$ cat src/rtl/tpilm_pkg.sv
`timescale 1ns / 1ps
`default_nettype none

package tpilm_pkg;

    localparam int unsigned GAIN_W  = 16;
    localparam int unsigned LIMIT_W = 23;
    localparam int unsigned SCALE_W = 16;
    localparam int unsigned ANGLE_W = 16;
    localparam int unsigned INTEG_W = 24;
    localparam int unsigned STEPS_W = 32;
    localparam int unsigned ADDR_W  = 5;
    localparam int unsigned DATA_W  = 32;

    // Register indexes, taken from paddr[4:2].
    localparam logic [2:0] REG_PITCH_KP = 3'd0;
    localparam logic [2:0] REG_PITCH_KI = 3'd1;
    localparam logic [2:0] REG_ROLL_KP  = 3'd2;
    localparam logic [2:0] REG_ROLL_KI  = 3'd3;
    localparam logic [2:0] REG_LIMIT    = 3'd4;
    localparam logic [2:0] REG_SCALE    = 3'd5;

    localparam logic [GAIN_W-1:0]  RST_PROP_GAIN  = 16'd256;
    localparam logic [GAIN_W-1:0]  RST_INTEG_GAIN = 16'd0;
    localparam logic [LIMIT_W-1:0] RST_LIMIT      = 23'd25600;
    localparam logic [SCALE_W-1:0] RST_SCALE      = 16'd15360;

    localparam logic CMD_UPDATE = 1'b0;
    localparam logic CMD_CLEAR  = 1'b1;

    localparam logic AXIS_PITCH = 1'b0;
    localparam logic AXIS_ROLL  = 1'b1;

    typedef struct packed {
        logic signed [GAIN_W-1:0] pitch_kp;
        logic signed [GAIN_W-1:0] pitch_ki;
        logic signed [GAIN_W-1:0] roll_kp;
        logic signed [GAIN_W-1:0] roll_ki;
        logic [LIMIT_W-1:0]       limit;
        logic [SCALE_W-1:0]       scale;
    } t_cfg;

    typedef struct packed {
        logic load;
        logic clear;
        logic integ;
        logic mul_kp;
        logic mul_ki;
        logic mul_slo;
        logic mul_shi;
        logic mix;
        logic axis;
        logic out_load;
    } t_dp_cmd;

    typedef struct packed {
        logic out_free;
    } t_dp_sts;

endpackage

`default_nettype wire

$ cat src/rtl/tpilm_regs.sv
`timescale 1ns / 1ps
`default_nettype none

module tpilm_regs import tpilm_pkg::*; (
    input  wire                 i_clk,
    input  wire                 i_rst_n,
    input  wire                 psel,
    input  wire                 penable,
    input  wire                 pwrite,
    input  wire  [ADDR_W-1:0]   paddr,
    input  wire  [DATA_W-1:0]   pwdata,
    output logic [DATA_W-1:0]   prdata,
    output logic                pready,
    output t_cfg                o_cfg
);

    t_cfg       r_cfg;
    logic       wr_en;
    logic [2:0] reg_idx;

    assign pready  = 1'b1;
    assign wr_en   = psel & penable & pwrite;
    assign reg_idx = paddr[4:2];
    assign o_cfg   = r_cfg;

    always_ff @(posedge i_clk) begin
        if (!i_rst_n) begin
            r_cfg.pitch_kp <= RST_PROP_GAIN;
            r_cfg.pitch_ki <= RST_INTEG_GAIN;
            r_cfg.roll_kp  <= RST_PROP_GAIN;
            r_cfg.roll_ki  <= RST_INTEG_GAIN;
            r_cfg.limit    <= RST_LIMIT;
            r_cfg.scale    <= RST_SCALE;
        end else if (wr_en) begin
            unique case (reg_idx)
                REG_PITCH_KP: r_cfg.pitch_kp <= pwdata[GAIN_W-1:0];
                REG_PITCH_KI: r_cfg.pitch_ki <= pwdata[GAIN_W-1:0];
                REG_ROLL_KP:  r_cfg.roll_kp  <= pwdata[GAIN_W-1:0];
                REG_ROLL_KI:  r_cfg.roll_ki  <= pwdata[GAIN_W-1:0];
                REG_LIMIT:    r_cfg.limit    <= pwdata[LIMIT_W-1:0];
                REG_SCALE:    r_cfg.scale    <= pwdata[SCALE_W-1:0];
                default: ;
            endcase
        end
    end

    always_comb begin
        unique case (reg_idx)
            REG_PITCH_KP: prdata = {{(DATA_W-GAIN_W){1'b0}}, r_cfg.pitch_kp};
            REG_PITCH_KI: prdata = {{(DATA_W-GAIN_W){1'b0}}, r_cfg.pitch_ki};
            REG_ROLL_KP:  prdata = {{(DATA_W-GAIN_W){1'b0}}, r_cfg.roll_kp};
            REG_ROLL_KI:  prdata = {{(DATA_W-GAIN_W){1'b0}}, r_cfg.roll_ki};
            REG_LIMIT:    prdata = {{(DATA_W-LIMIT_W){1'b0}}, r_cfg.limit};
            REG_SCALE:    prdata = {{(DATA_W-SCALE_W){1'b0}}, r_cfg.scale};
            default:      prdata = '0;
        endcase
    end

endmodule

`default_nettype wire

$ cat src/rtl/tpilm_ctrl.sv
`timescale 1ns / 1ps
`default_nettype none

module tpilm_ctrl import tpilm_pkg::*; (
    input  wire      i_clk,
    input  wire      i_rst_n,
    input  wire      i_valid,
    input  wire      i_command,
    output logic     o_stall,
    input  t_dp_sts  i_sts,
    output t_dp_cmd  o_cmd
);

    typedef enum logic [7:0] {
        S_IDLE  = 8'b0000_0001,
        S_INTEG = 8'b0000_0010,
        S_KP    = 8'b0000_0100,
        S_KI    = 8'b0000_1000,
        S_SLO   = 8'b0001_0000,
        S_SHI   = 8'b0010_0000,
        S_MIX   = 8'b0100_0000,
        S_OUT   = 8'b1000_0000
    } t_state;

    t_state r_state, n_state;
    logic   r_axis, n_axis;
    logic   accept;

    assign o_stall = (r_state != S_IDLE);
    assign accept  = i_valid & (r_state == S_IDLE);

    always_ff @(posedge i_clk) begin
        if (!i_rst_n) begin
            r_state <= S_IDLE;
            r_axis  <= AXIS_PITCH;
        end else begin
            r_state <= n_state;
            r_axis  <= n_axis;
        end
    end

    always_comb begin
        n_state = r_state;
        n_axis  = r_axis;
        o_cmd   = '0;
        o_cmd.axis = r_axis;
        unique case (r_state)
            S_IDLE: begin
                if (accept) begin
                    if (i_command == CMD_CLEAR) begin
                        o_cmd.clear = 1'b1;
                    end else begin
                        o_cmd.load = 1'b1;
                        n_state    = S_INTEG;
                    end
                end
            end
            S_INTEG: begin
                o_cmd.integ = 1'b1;
                n_axis      = AXIS_PITCH;
                n_state     = S_KP;
            end
            S_KP: begin
                o_cmd.mul_kp = 1'b1;
                n_state      = S_KI;
            end
            S_KI: begin
                o_cmd.mul_ki = 1'b1;
                n_state      = S_SLO;
            end
            S_SLO: begin
                o_cmd.mul_slo = 1'b1;
                n_state       = S_SHI;
            end
            S_SHI: begin
                o_cmd.mul_shi = 1'b1;
                n_state       = S_MIX;
            end
            S_MIX: begin
                o_cmd.mix = 1'b1;
                if (r_axis == AXIS_PITCH) begin
                    n_axis  = AXIS_ROLL;
                    n_state = S_KP;
                end else begin
                    n_state = S_OUT;
                end
            end
            S_OUT: begin
                // Hold here until the result register has room.
                if (i_sts.out_free) begin
                    o_cmd.out_load = 1'b1;
                    n_state        = S_IDLE;
                end
            end
            default: begin
                n_state = S_IDLE;
            end
        endcase
    end

endmodule

`default_nettype wire

$ cat src/rtl/tpilm_dp.sv
`timescale 1ns / 1ps
`default_nettype none

module tpilm_dp import tpilm_pkg::*; (
    input  wire                         i_clk,
    input  wire                         i_rst_n,
    input  t_cfg                        i_cfg,
    input  t_dp_cmd                     i_cmd,
    output t_dp_sts                     o_sts,
    input  wire  signed [ANGLE_W-1:0]   i_pitch_angle,
    input  wire  signed [ANGLE_W-1:0]   i_roll_angle,
    output logic                        o_valid,
    input  wire                         i_stall,
    output logic signed [STEPS_W-1:0]   o_motor_one_steps,
    output logic signed [STEPS_W-1:0]   o_motor_two_steps
);

    localparam int unsigned SUM_W  = INTEG_W + 1;   // integral plus error
    localparam int unsigned MA_W   = 25;            // multiplier operand A
    localparam int unsigned MB_W   = 17;            // multiplier operand B
    localparam int unsigned PROD_W = MA_W + MB_W;
    localparam int unsigned ACC_W  = 41;            // kp*e + ki*i
    localparam int unsigned SPLIT  = 24;
    localparam int unsigned SCL_W  = 58;            // axis * scale
    localparam int unsigned MIX_W  = 60;
    localparam int unsigned TR_W   = MIX_W - SPLIT;

    // Divide by 2^24 towards zero, then saturate to 32 bits.
    function automatic logic signed [STEPS_W-1:0] trunc_sat(input logic signed [MIX_W-1:0] x);
        logic signed [MIX_W-1:0] adj;
        logic signed [TR_W-1:0]  t;
        adj = x;
        if (x[MIX_W-1]) begin
            adj = x + MIX_W'((64'd1 << SPLIT) - 64'd1);
        end
        t = adj[MIX_W-1:SPLIT];
        if (t[TR_W-1] == 1'b0 && t[TR_W-2:STEPS_W-1] != '0) begin
            trunc_sat = {1'b0, {(STEPS_W-1){1'b1}}};
        end else if (t[TR_W-1] == 1'b1 && t[TR_W-2:STEPS_W-1] != '1) begin
            trunc_sat = {1'b1, {(STEPS_W-1){1'b0}}};
        end else begin
            trunc_sat = t[STEPS_W-1:0];
        end
    endfunction

    logic signed [ANGLE_W-1:0] r_err_p, r_err_r;
    logic signed [INTEG_W-1:0] r_int_p, r_int_r;
    logic signed [ACC_W-1:0]   r_acc;
    logic signed [SCL_W-1:0]   r_scl;
    logic signed [SCL_W-1:0]   r_p;
    logic signed [MIX_W-1:0]   r_diff, r_nsum;
    logic                      r_out_valid;

    logic signed [SUM_W-1:0]   lim_pos, lim_neg;
    logic signed [SUM_W-1:0]   sum_p, sum_r;
    logic signed [INTEG_W-1:0] clamp_p, clamp_r;
    logic signed [MA_W-1:0]    mul_a;
    logic signed [MB_W-1:0]    mul_b;
    logic signed [PROD_W-1:0]  prod;
    logic signed [ANGLE_W-1:0] err_sel;
    logic signed [INTEG_W-1:0] int_sel;
    logic signed [GAIN_W-1:0]  kp_sel, ki_sel;
    logic signed [MIX_W-1:0]   p_ext, s_ext;

    assign lim_pos = {2'b00, i_cfg.limit};
    assign lim_neg = -lim_pos;
    assign sum_p   = SUM_W'(r_int_p) + SUM_W'(r_err_p);
    assign sum_r   = SUM_W'(r_int_r) + SUM_W'(r_err_r);

    always_comb begin
        if (sum_p > lim_pos)      clamp_p = lim_pos[INTEG_W-1:0];
        else if (sum_p < lim_neg) clamp_p = lim_neg[INTEG_W-1:0];
        else                      clamp_p = sum_p[INTEG_W-1:0];
        if (sum_r > lim_pos)      clamp_r = lim_pos[INTEG_W-1:0];
        else if (sum_r < lim_neg) clamp_r = lim_neg[INTEG_W-1:0];
        else                      clamp_r = sum_r[INTEG_W-1:0];
    end

    assign err_sel = (i_cmd.axis == AXIS_ROLL) ? r_err_r : r_err_p;
    assign int_sel = (i_cmd.axis == AXIS_ROLL) ? r_int_r : r_int_p;
    assign kp_sel  = (i_cmd.axis == AXIS_ROLL) ? i_cfg.roll_kp : i_cfg.pitch_kp;
    assign ki_sel  = (i_cmd.axis == AXIS_ROLL) ? i_cfg.roll_ki : i_cfg.pitch_ki;

    // One shared multiplier; the scale product is split into a low unsigned
    // part and a high signed part of the accumulated axis value.
    always_comb begin
        mul_a = MA_W'(err_sel);
        mul_b = MB_W'(kp_sel);
        if (i_cmd.mul_ki) begin
            mul_a = MA_W'(int_sel);
            mul_b = MB_W'(ki_sel);
        end else if (i_cmd.mul_slo) begin
            mul_a = {1'b0, r_acc[SPLIT-1:0]};
            mul_b = {1'b0, i_cfg.scale};
        end else if (i_cmd.mul_shi) begin
            mul_a = MA_W'($signed(r_acc[ACC_W-1:SPLIT]));
            mul_b = {1'b0, i_cfg.scale};
        end
    end

    assign prod  = mul_a * mul_b;
    assign p_ext = MIX_W'(r_p);
    assign s_ext = MIX_W'(r_scl);

    always_ff @(posedge i_clk) begin
        if (!i_rst_n) begin
            r_int_p <= '0;
            r_int_r <= '0;
        end else if (i_cmd.clear) begin
            r_int_p <= '0;
            r_int_r <= '0;
        end else if (i_cmd.integ) begin
            r_int_p <= clamp_p;
            r_int_r <= clamp_r;
        end
    end

    always_ff @(posedge i_clk) begin
        if (i_cmd.load) begin
            r_err_p <= i_pitch_angle;
            r_err_r <= i_roll_angle;
        end
        if (i_cmd.mul_kp) begin
            r_acc <= prod[ACC_W-1:0];
        end
        if (i_cmd.mul_ki) begin
            r_acc <= r_acc + prod[ACC_W-1:0];
        end
        if (i_cmd.mul_slo) begin
            r_scl <= SCL_W'(prod);
        end
        if (i_cmd.mul_shi) begin
            r_scl <= r_scl + {prod[SCL_W-SPLIT-1:0], {SPLIT{1'b0}}};
        end
        if (i_cmd.mix) begin
            if (i_cmd.axis == AXIS_PITCH) begin
                r_p <= r_scl;
            end else begin
                r_diff <= p_ext - s_ext;
                r_nsum <= -p_ext - s_ext;
            end
        end
        if (i_cmd.out_load) begin
            o_motor_one_steps <= trunc_sat(r_diff);
            o_motor_two_steps <= trunc_sat(r_nsum);
        end
    end

    always_ff @(posedge i_clk) begin
        if (!i_rst_n) begin
            r_out_valid <= 1'b0;
        end else if (i_cmd.out_load) begin
            r_out_valid <= 1'b1;
        end else if (!i_stall) begin
            r_out_valid <= 1'b0;
        end
    end

    assign o_valid        = r_out_valid;
    assign o_sts.out_free = !r_out_valid || !i_stall;

endmodule

`default_nettype wire

$ cat src/rtl/two_axis_pi_leveling_mixer_top.sv
// An update item runs the integrate state, then per axis the kp, ki, scale-low,
// scale-high and mix states, one multiply of the shared 25x17 multiplier per
// cycle, four per axis, and the output state, which waits for a free result
// register; a new item is taken only back in idle. A clear item gives no result.
// Reset (synchronous, active low) zeroes both integrals, loads the default
// gains, limit and scale, and empties the result register.
`timescale 1ns / 1ps
`default_nettype none

module two_axis_pi_leveling_mixer_top import tpilm_pkg::*; (
    input  wire                         i_clk,
    input  wire                         i_rst_n,
    input  wire                         i_valid,
    output logic                        o_stall,
    input  wire                         i_command,
    input  wire  signed [ANGLE_W-1:0]   i_pitch_angle,
    input  wire  signed [ANGLE_W-1:0]   i_roll_angle,
    output logic                        o_valid,
    input  wire                         i_stall,
    output logic signed [STEPS_W-1:0]   o_motor_one_steps,
    output logic signed [STEPS_W-1:0]   o_motor_two_steps,
    input  wire                         psel,
    input  wire                         penable,
    input  wire                         pwrite,
    input  wire  [ADDR_W-1:0]           paddr,
    input  wire  [DATA_W-1:0]           pwdata,
    output logic [DATA_W-1:0]           prdata,
    output logic                        pready
);

    t_cfg    cfg;
    t_dp_cmd cmd;
    t_dp_sts sts;

    tpilm_regs u_regs (
        .i_clk   (i_clk),
        .i_rst_n (i_rst_n),
        .psel    (psel),
        .penable (penable),
        .pwrite  (pwrite),
        .paddr   (paddr),
        .pwdata  (pwdata),
        .prdata  (prdata),
        .pready  (pready),
        .o_cfg   (cfg)
    );

    tpilm_ctrl u_ctrl (
        .i_clk     (i_clk),
        .i_rst_n   (i_rst_n),
        .i_valid   (i_valid),
        .i_command (i_command),
        .o_stall   (o_stall),
        .i_sts     (sts),
        .o_cmd     (cmd)
    );

    tpilm_dp u_dp (
        .i_clk             (i_clk),
        .i_rst_n           (i_rst_n),
        .i_cfg             (cfg),
        .i_cmd             (cmd),
        .o_sts             (sts),
        .i_pitch_angle     (i_pitch_angle),
        .i_roll_angle      (i_roll_angle),
        .o_valid           (o_valid),
        .i_stall           (i_stall),
        .o_motor_one_steps (o_motor_one_steps),
        .o_motor_two_steps (o_motor_two_steps)
    );

endmodule

`default_nettype wire

$ cat config.mk
export PLATFORM = sky130hd
export DESIGN_NAME = two_axis_pi_leveling_mixer_top
export DESIGN_NICKNAME = d
export VERILOG_FILES = /design/src/rtl/tpilm_pkg.sv /design/src/rtl/tpilm_regs.sv /design/src/rtl/tpilm_ctrl.sv /design/src/rtl/tpilm_dp.sv /design/src/rtl/two_axis_pi_leveling_mixer_top.sv
export SDC_FILE = /design/constraint.sdc
export NUM_CORES = 2
export LEC_CHECK = 0
export BUFFER_PORTS_ARGS = -buffer_cell sky130_fd_sc_hd__clkbuf_2
export CAP_MARGIN = 10
export CORE_MARGIN = 3
export CORE_UTILIZATION = 65
export CTS_CLUSTER_DIAMETER = 30
export DETAILED_ROUTE_END_ITERATION = 8
export PLACE_DENSITY_LB_ADDON = 0.25
export SLEW_MARGIN = 15
export SYNTH_ARGS = -nofsm -noshare
export SYNTH_HDL_FRONTEND = slang
export SYNTH_SLANG_ARGS = --single-unit
export TNS_END_PERCENT = 1
$ cat constraint.sdc
create_clock -name i_clk -period 16.9 [get_ports i_clk]
set_input_delay 5.07 -clock i_clk [delete_from_list [all_inputs] [get_ports i_clk]]
set_output_delay 5.07 -clock i_clk [all_outputs]
set_load 0.05 [all_outputs]
==> flow_summary.yaml <==
cells_and_area:
  register_area_mm2: 0.0144
  layout_common_cells: "inv_1, nand2_1, ha_1"
  fin_util: 0.728
  fillers: 5984
  multiInputGateArea_mm2: 0.0353
  area_delta_synth_final_pct: 10.7
  final_area_mm2: 0.0588
  drive_above_1_share: 0.0889
  layout_commonest_cell: "inv_1"
  layout.nets: 6987
clocking:
  clk_pin_slew_ps: 50
  cts_resized: 0
  clockRootBuffer: "clkbuf_16"
  cts_max_path_buffers: 3
  cts_setup_buffers: 0
  tritoncts: "done"
  clock_latency_ps: 700
  h-tree-depth: 3
  hold_buffers: 0
  cts_buffers: 113
  clkSinkCount: 532
yosys:
  synth.distinct_cells: 105
  syn-instance-count: 5870
  synthTopCellsByArea: "edfxtp_1, fa_1, ha_1"
  synth_top_area_frac: 0.210
  synth_flop_cell: "edfxtp_1"
  ys_seq_area_frac: 0.270
  synth_area_mm2: 0.0531
  ys.warnings.count: 0
  avgSynthCellArea_um2: 9.05
  async_reset_ff_frac: 0
  ys_ff_latch: 532
  synth_edf_count: 371
  synth_top_area_cell: "edfxtp_1"
drt:
  avgRoutedWirePerCell_um: 21.4
  dr.pass1.iters: 7
  drt_iter0_drc: 3767
  routed-via-count: 44543
  avgViaCountPerCell: 6.22
  ant_nets: 0
  totalWireLength_um: 153000
  drc_errors: 0
placed_design:
  dp_hpwl_um: 116000
  port_buffers: 154
  placed_area_mm2: 0.0550
  globalplace.congestion: 0.979
sta:
  tns_ps: 0
  drv_slew: 0
  finClkSkew_ps: 62.5
  hold_violations: 0
  period_needed_ps: 13030
  fmax_mhz: 76.8
  tightest_slew_ps: 1310
  finalSetupViolCount: 0
  finalCritPeriodShare: 0.771
  slew_headroom: 0.122
  rsz0062_at_grt: "no"
  fin_hold_ws_ps: 443
critical_path:
  cp.required_ps: 17320
  worstSetupPathType: "flip-flop to flip-flop"
  worst-r2r-cell-count: 43
  worst_path_most_repeated_cell: "fa_1"
  cp_slowest_cell: "nor2_1"
  r2r_start: "u_ctrl.r_state[7]$_SDFFE_PN0P_"
  endpoint_kind: "flip-flop"
  r2r-end: "u_dp.r_acc[37]$_DFFE_PP_"
  r2r_slack_ps: 3870
  start_kind: "flip-flop"
  cpPeakStageDelay_ps: 990
  arrival_ps: 13440
  path_max_fanout: 40
job:
  drv_cap: 0
die:
  die_area_mm2: 0.0852
  dieHeight_um: 292
  core_mm2: 0.0808
  initial_utilization: 0.658
  die_w_um: 292
  row_count: 104
  ios: 176
global_route:
  grt_antenna_before_repair: 2
  grt_pass1_wl_um: 240000
  grt_usage: 0.358
  grt-ovfl-total: 0
  grt_max_degree: 112
  grt_pass1_vias: 44575
power_and_ir_drop:
  cellPowerDensity_mw_per_mm2: 74.9
  max-vdd-ir-drop_uv: 109
  p_leak_uw: 0.0264
run_status:
  outcome: "complete, no violations"
worst_hold_path:
  hold_end: "u_dp.r_p[22]$_DFFE_PP_"
  hp-start: "u_dp.r_scl[22]$_DFFE_PP_"
  hp-class: "flip-flop to flip-flop"
  whs_path_depth: 0
==> synth_stat cells, types with 131 or more instances <==
library cell,number
fa_1,422
dfxtp_1,161
nand3_1,132
a21o_1,137
a21oi_1,317
nor2_1,477
xor2_1,131
ha_1,492
nand2_1,680
inv_1,733
edfxtp_1,371
o21ai_0,258
xnor2_1,209
clkbuf_1,161
==> worst max-delay path by stage <==
stage / from / end / slack, ps
after CTS: u_ctrl.r_state[7]$_SDFFE_PN0P_ / u_dp.r_acc[40]$_DFFE_PP_ / 4140
after detailed placement: u_ctrl.r_state[7]$_SDFFE_PN0P_ / u_dp.r_acc[37]$_DFFE_PP_ / 4210
after global routing: u_ctrl.r_state[7]$_SDFFE_PN0P_ / u_dp.r_acc[38]$_DFFE_PP_ / 3280
after floorplan: paddr[2] / prdata[12] / 5350
final: u_ctrl.r_state[7]$_SDFFE_PN0P_ / u_dp.r_acc[37]$_DFFE_PP_ / 3870
after global placement: u_ctrl.r_state[7]$_SDFFE_PN0P_ / u_dp.r_acc[37]$_DFFE_PP_ / 4280
==> layout make-up <==
type	instances	area share
Antenna cell	2	0.0000851
Inverter	734	0.0469
Clock buffer	125	0.0504
Clock inverter	89	0.0154
Timing Repair Buffer	215	0.0209
Multi-Input combinational cell	4400	0.600
Tap cell	1060	0.0225
Sequential cell	532	0.244
==> state kept, by name, summed over array words and instances (netlist names) <==
signal	flops
u_regs.o_cfg	103
u_dp.r_diff	59
u_dp.r_nsum	59
u_dp.r_p	58
u_dp.r_scl	58
u_dp.r_acc	41
u_dp.o_motor_one_steps	32
u_dp.o_motor_two_steps	32
u_dp.r_int_p	24
u_dp.r_int_r	24
u_dp.r_err_p	16
u_dp.r_err_r	16
u_ctrl.r_state	8
u_ctrl.r_axis	1
u_dp.o_valid	1
==> critical path, delay by kind of cell (launching register included) <==
kind	cells	cell delay, ps
and+or+nand+nor	12	3500
DFF	1	330
buffers and inverters	7	1190
adders and majority gates	8	3960
xor gates and xnor gates	1	690
AOI/OAI and AO/OA	15	3070
==> stage by stage <==
step	total power, uW	cells	setup slack (ps)
floorplan	1990	5878	5350
global placement	2190	6941	4280
detailed placement	2210	6941	4210
CTS	4400	7155	4140
global route	4560	7156	3280
finish	4410	7157	3870
==> power by group <==
part | switching [uW] | internal [uW] | leakage [uW] | total [uW]
logic | 500 | 278 | 0.0199 | 778
registers | 14.4 | 1410 | 0.00464 | 1430
clock network | 817 | 1380 | 0.00182 | 2200
==> logic make-up after synthesis <==
family | count (synthesis) | share of synthesized area
AOI/OAI and AO/OA | 1305 | 0.161
muxes | 123 | 0.0239
adders and majority gates | 914 | 0.275
xor gates and xnor gates | 341 | 0.0563
DFF | 532 | 0.270
other | 2 | 0.000141
buffers and inverters | 946 | 0.0689
and+or+nand+nor | 1707 | 0.144
==> metal layers <==
metal  wire [um]  global-route usage  share of wire  up-vias
met5           0                   0              0        -
li1            -                   -              -    20334
met1       59400               0.450           0.39    21449
met4       11000               0.227          0.072        0
met3       13200              0.0697          0.086      542
met2       69200               0.571           0.45     2218
(Power assumes the default switching activity.)
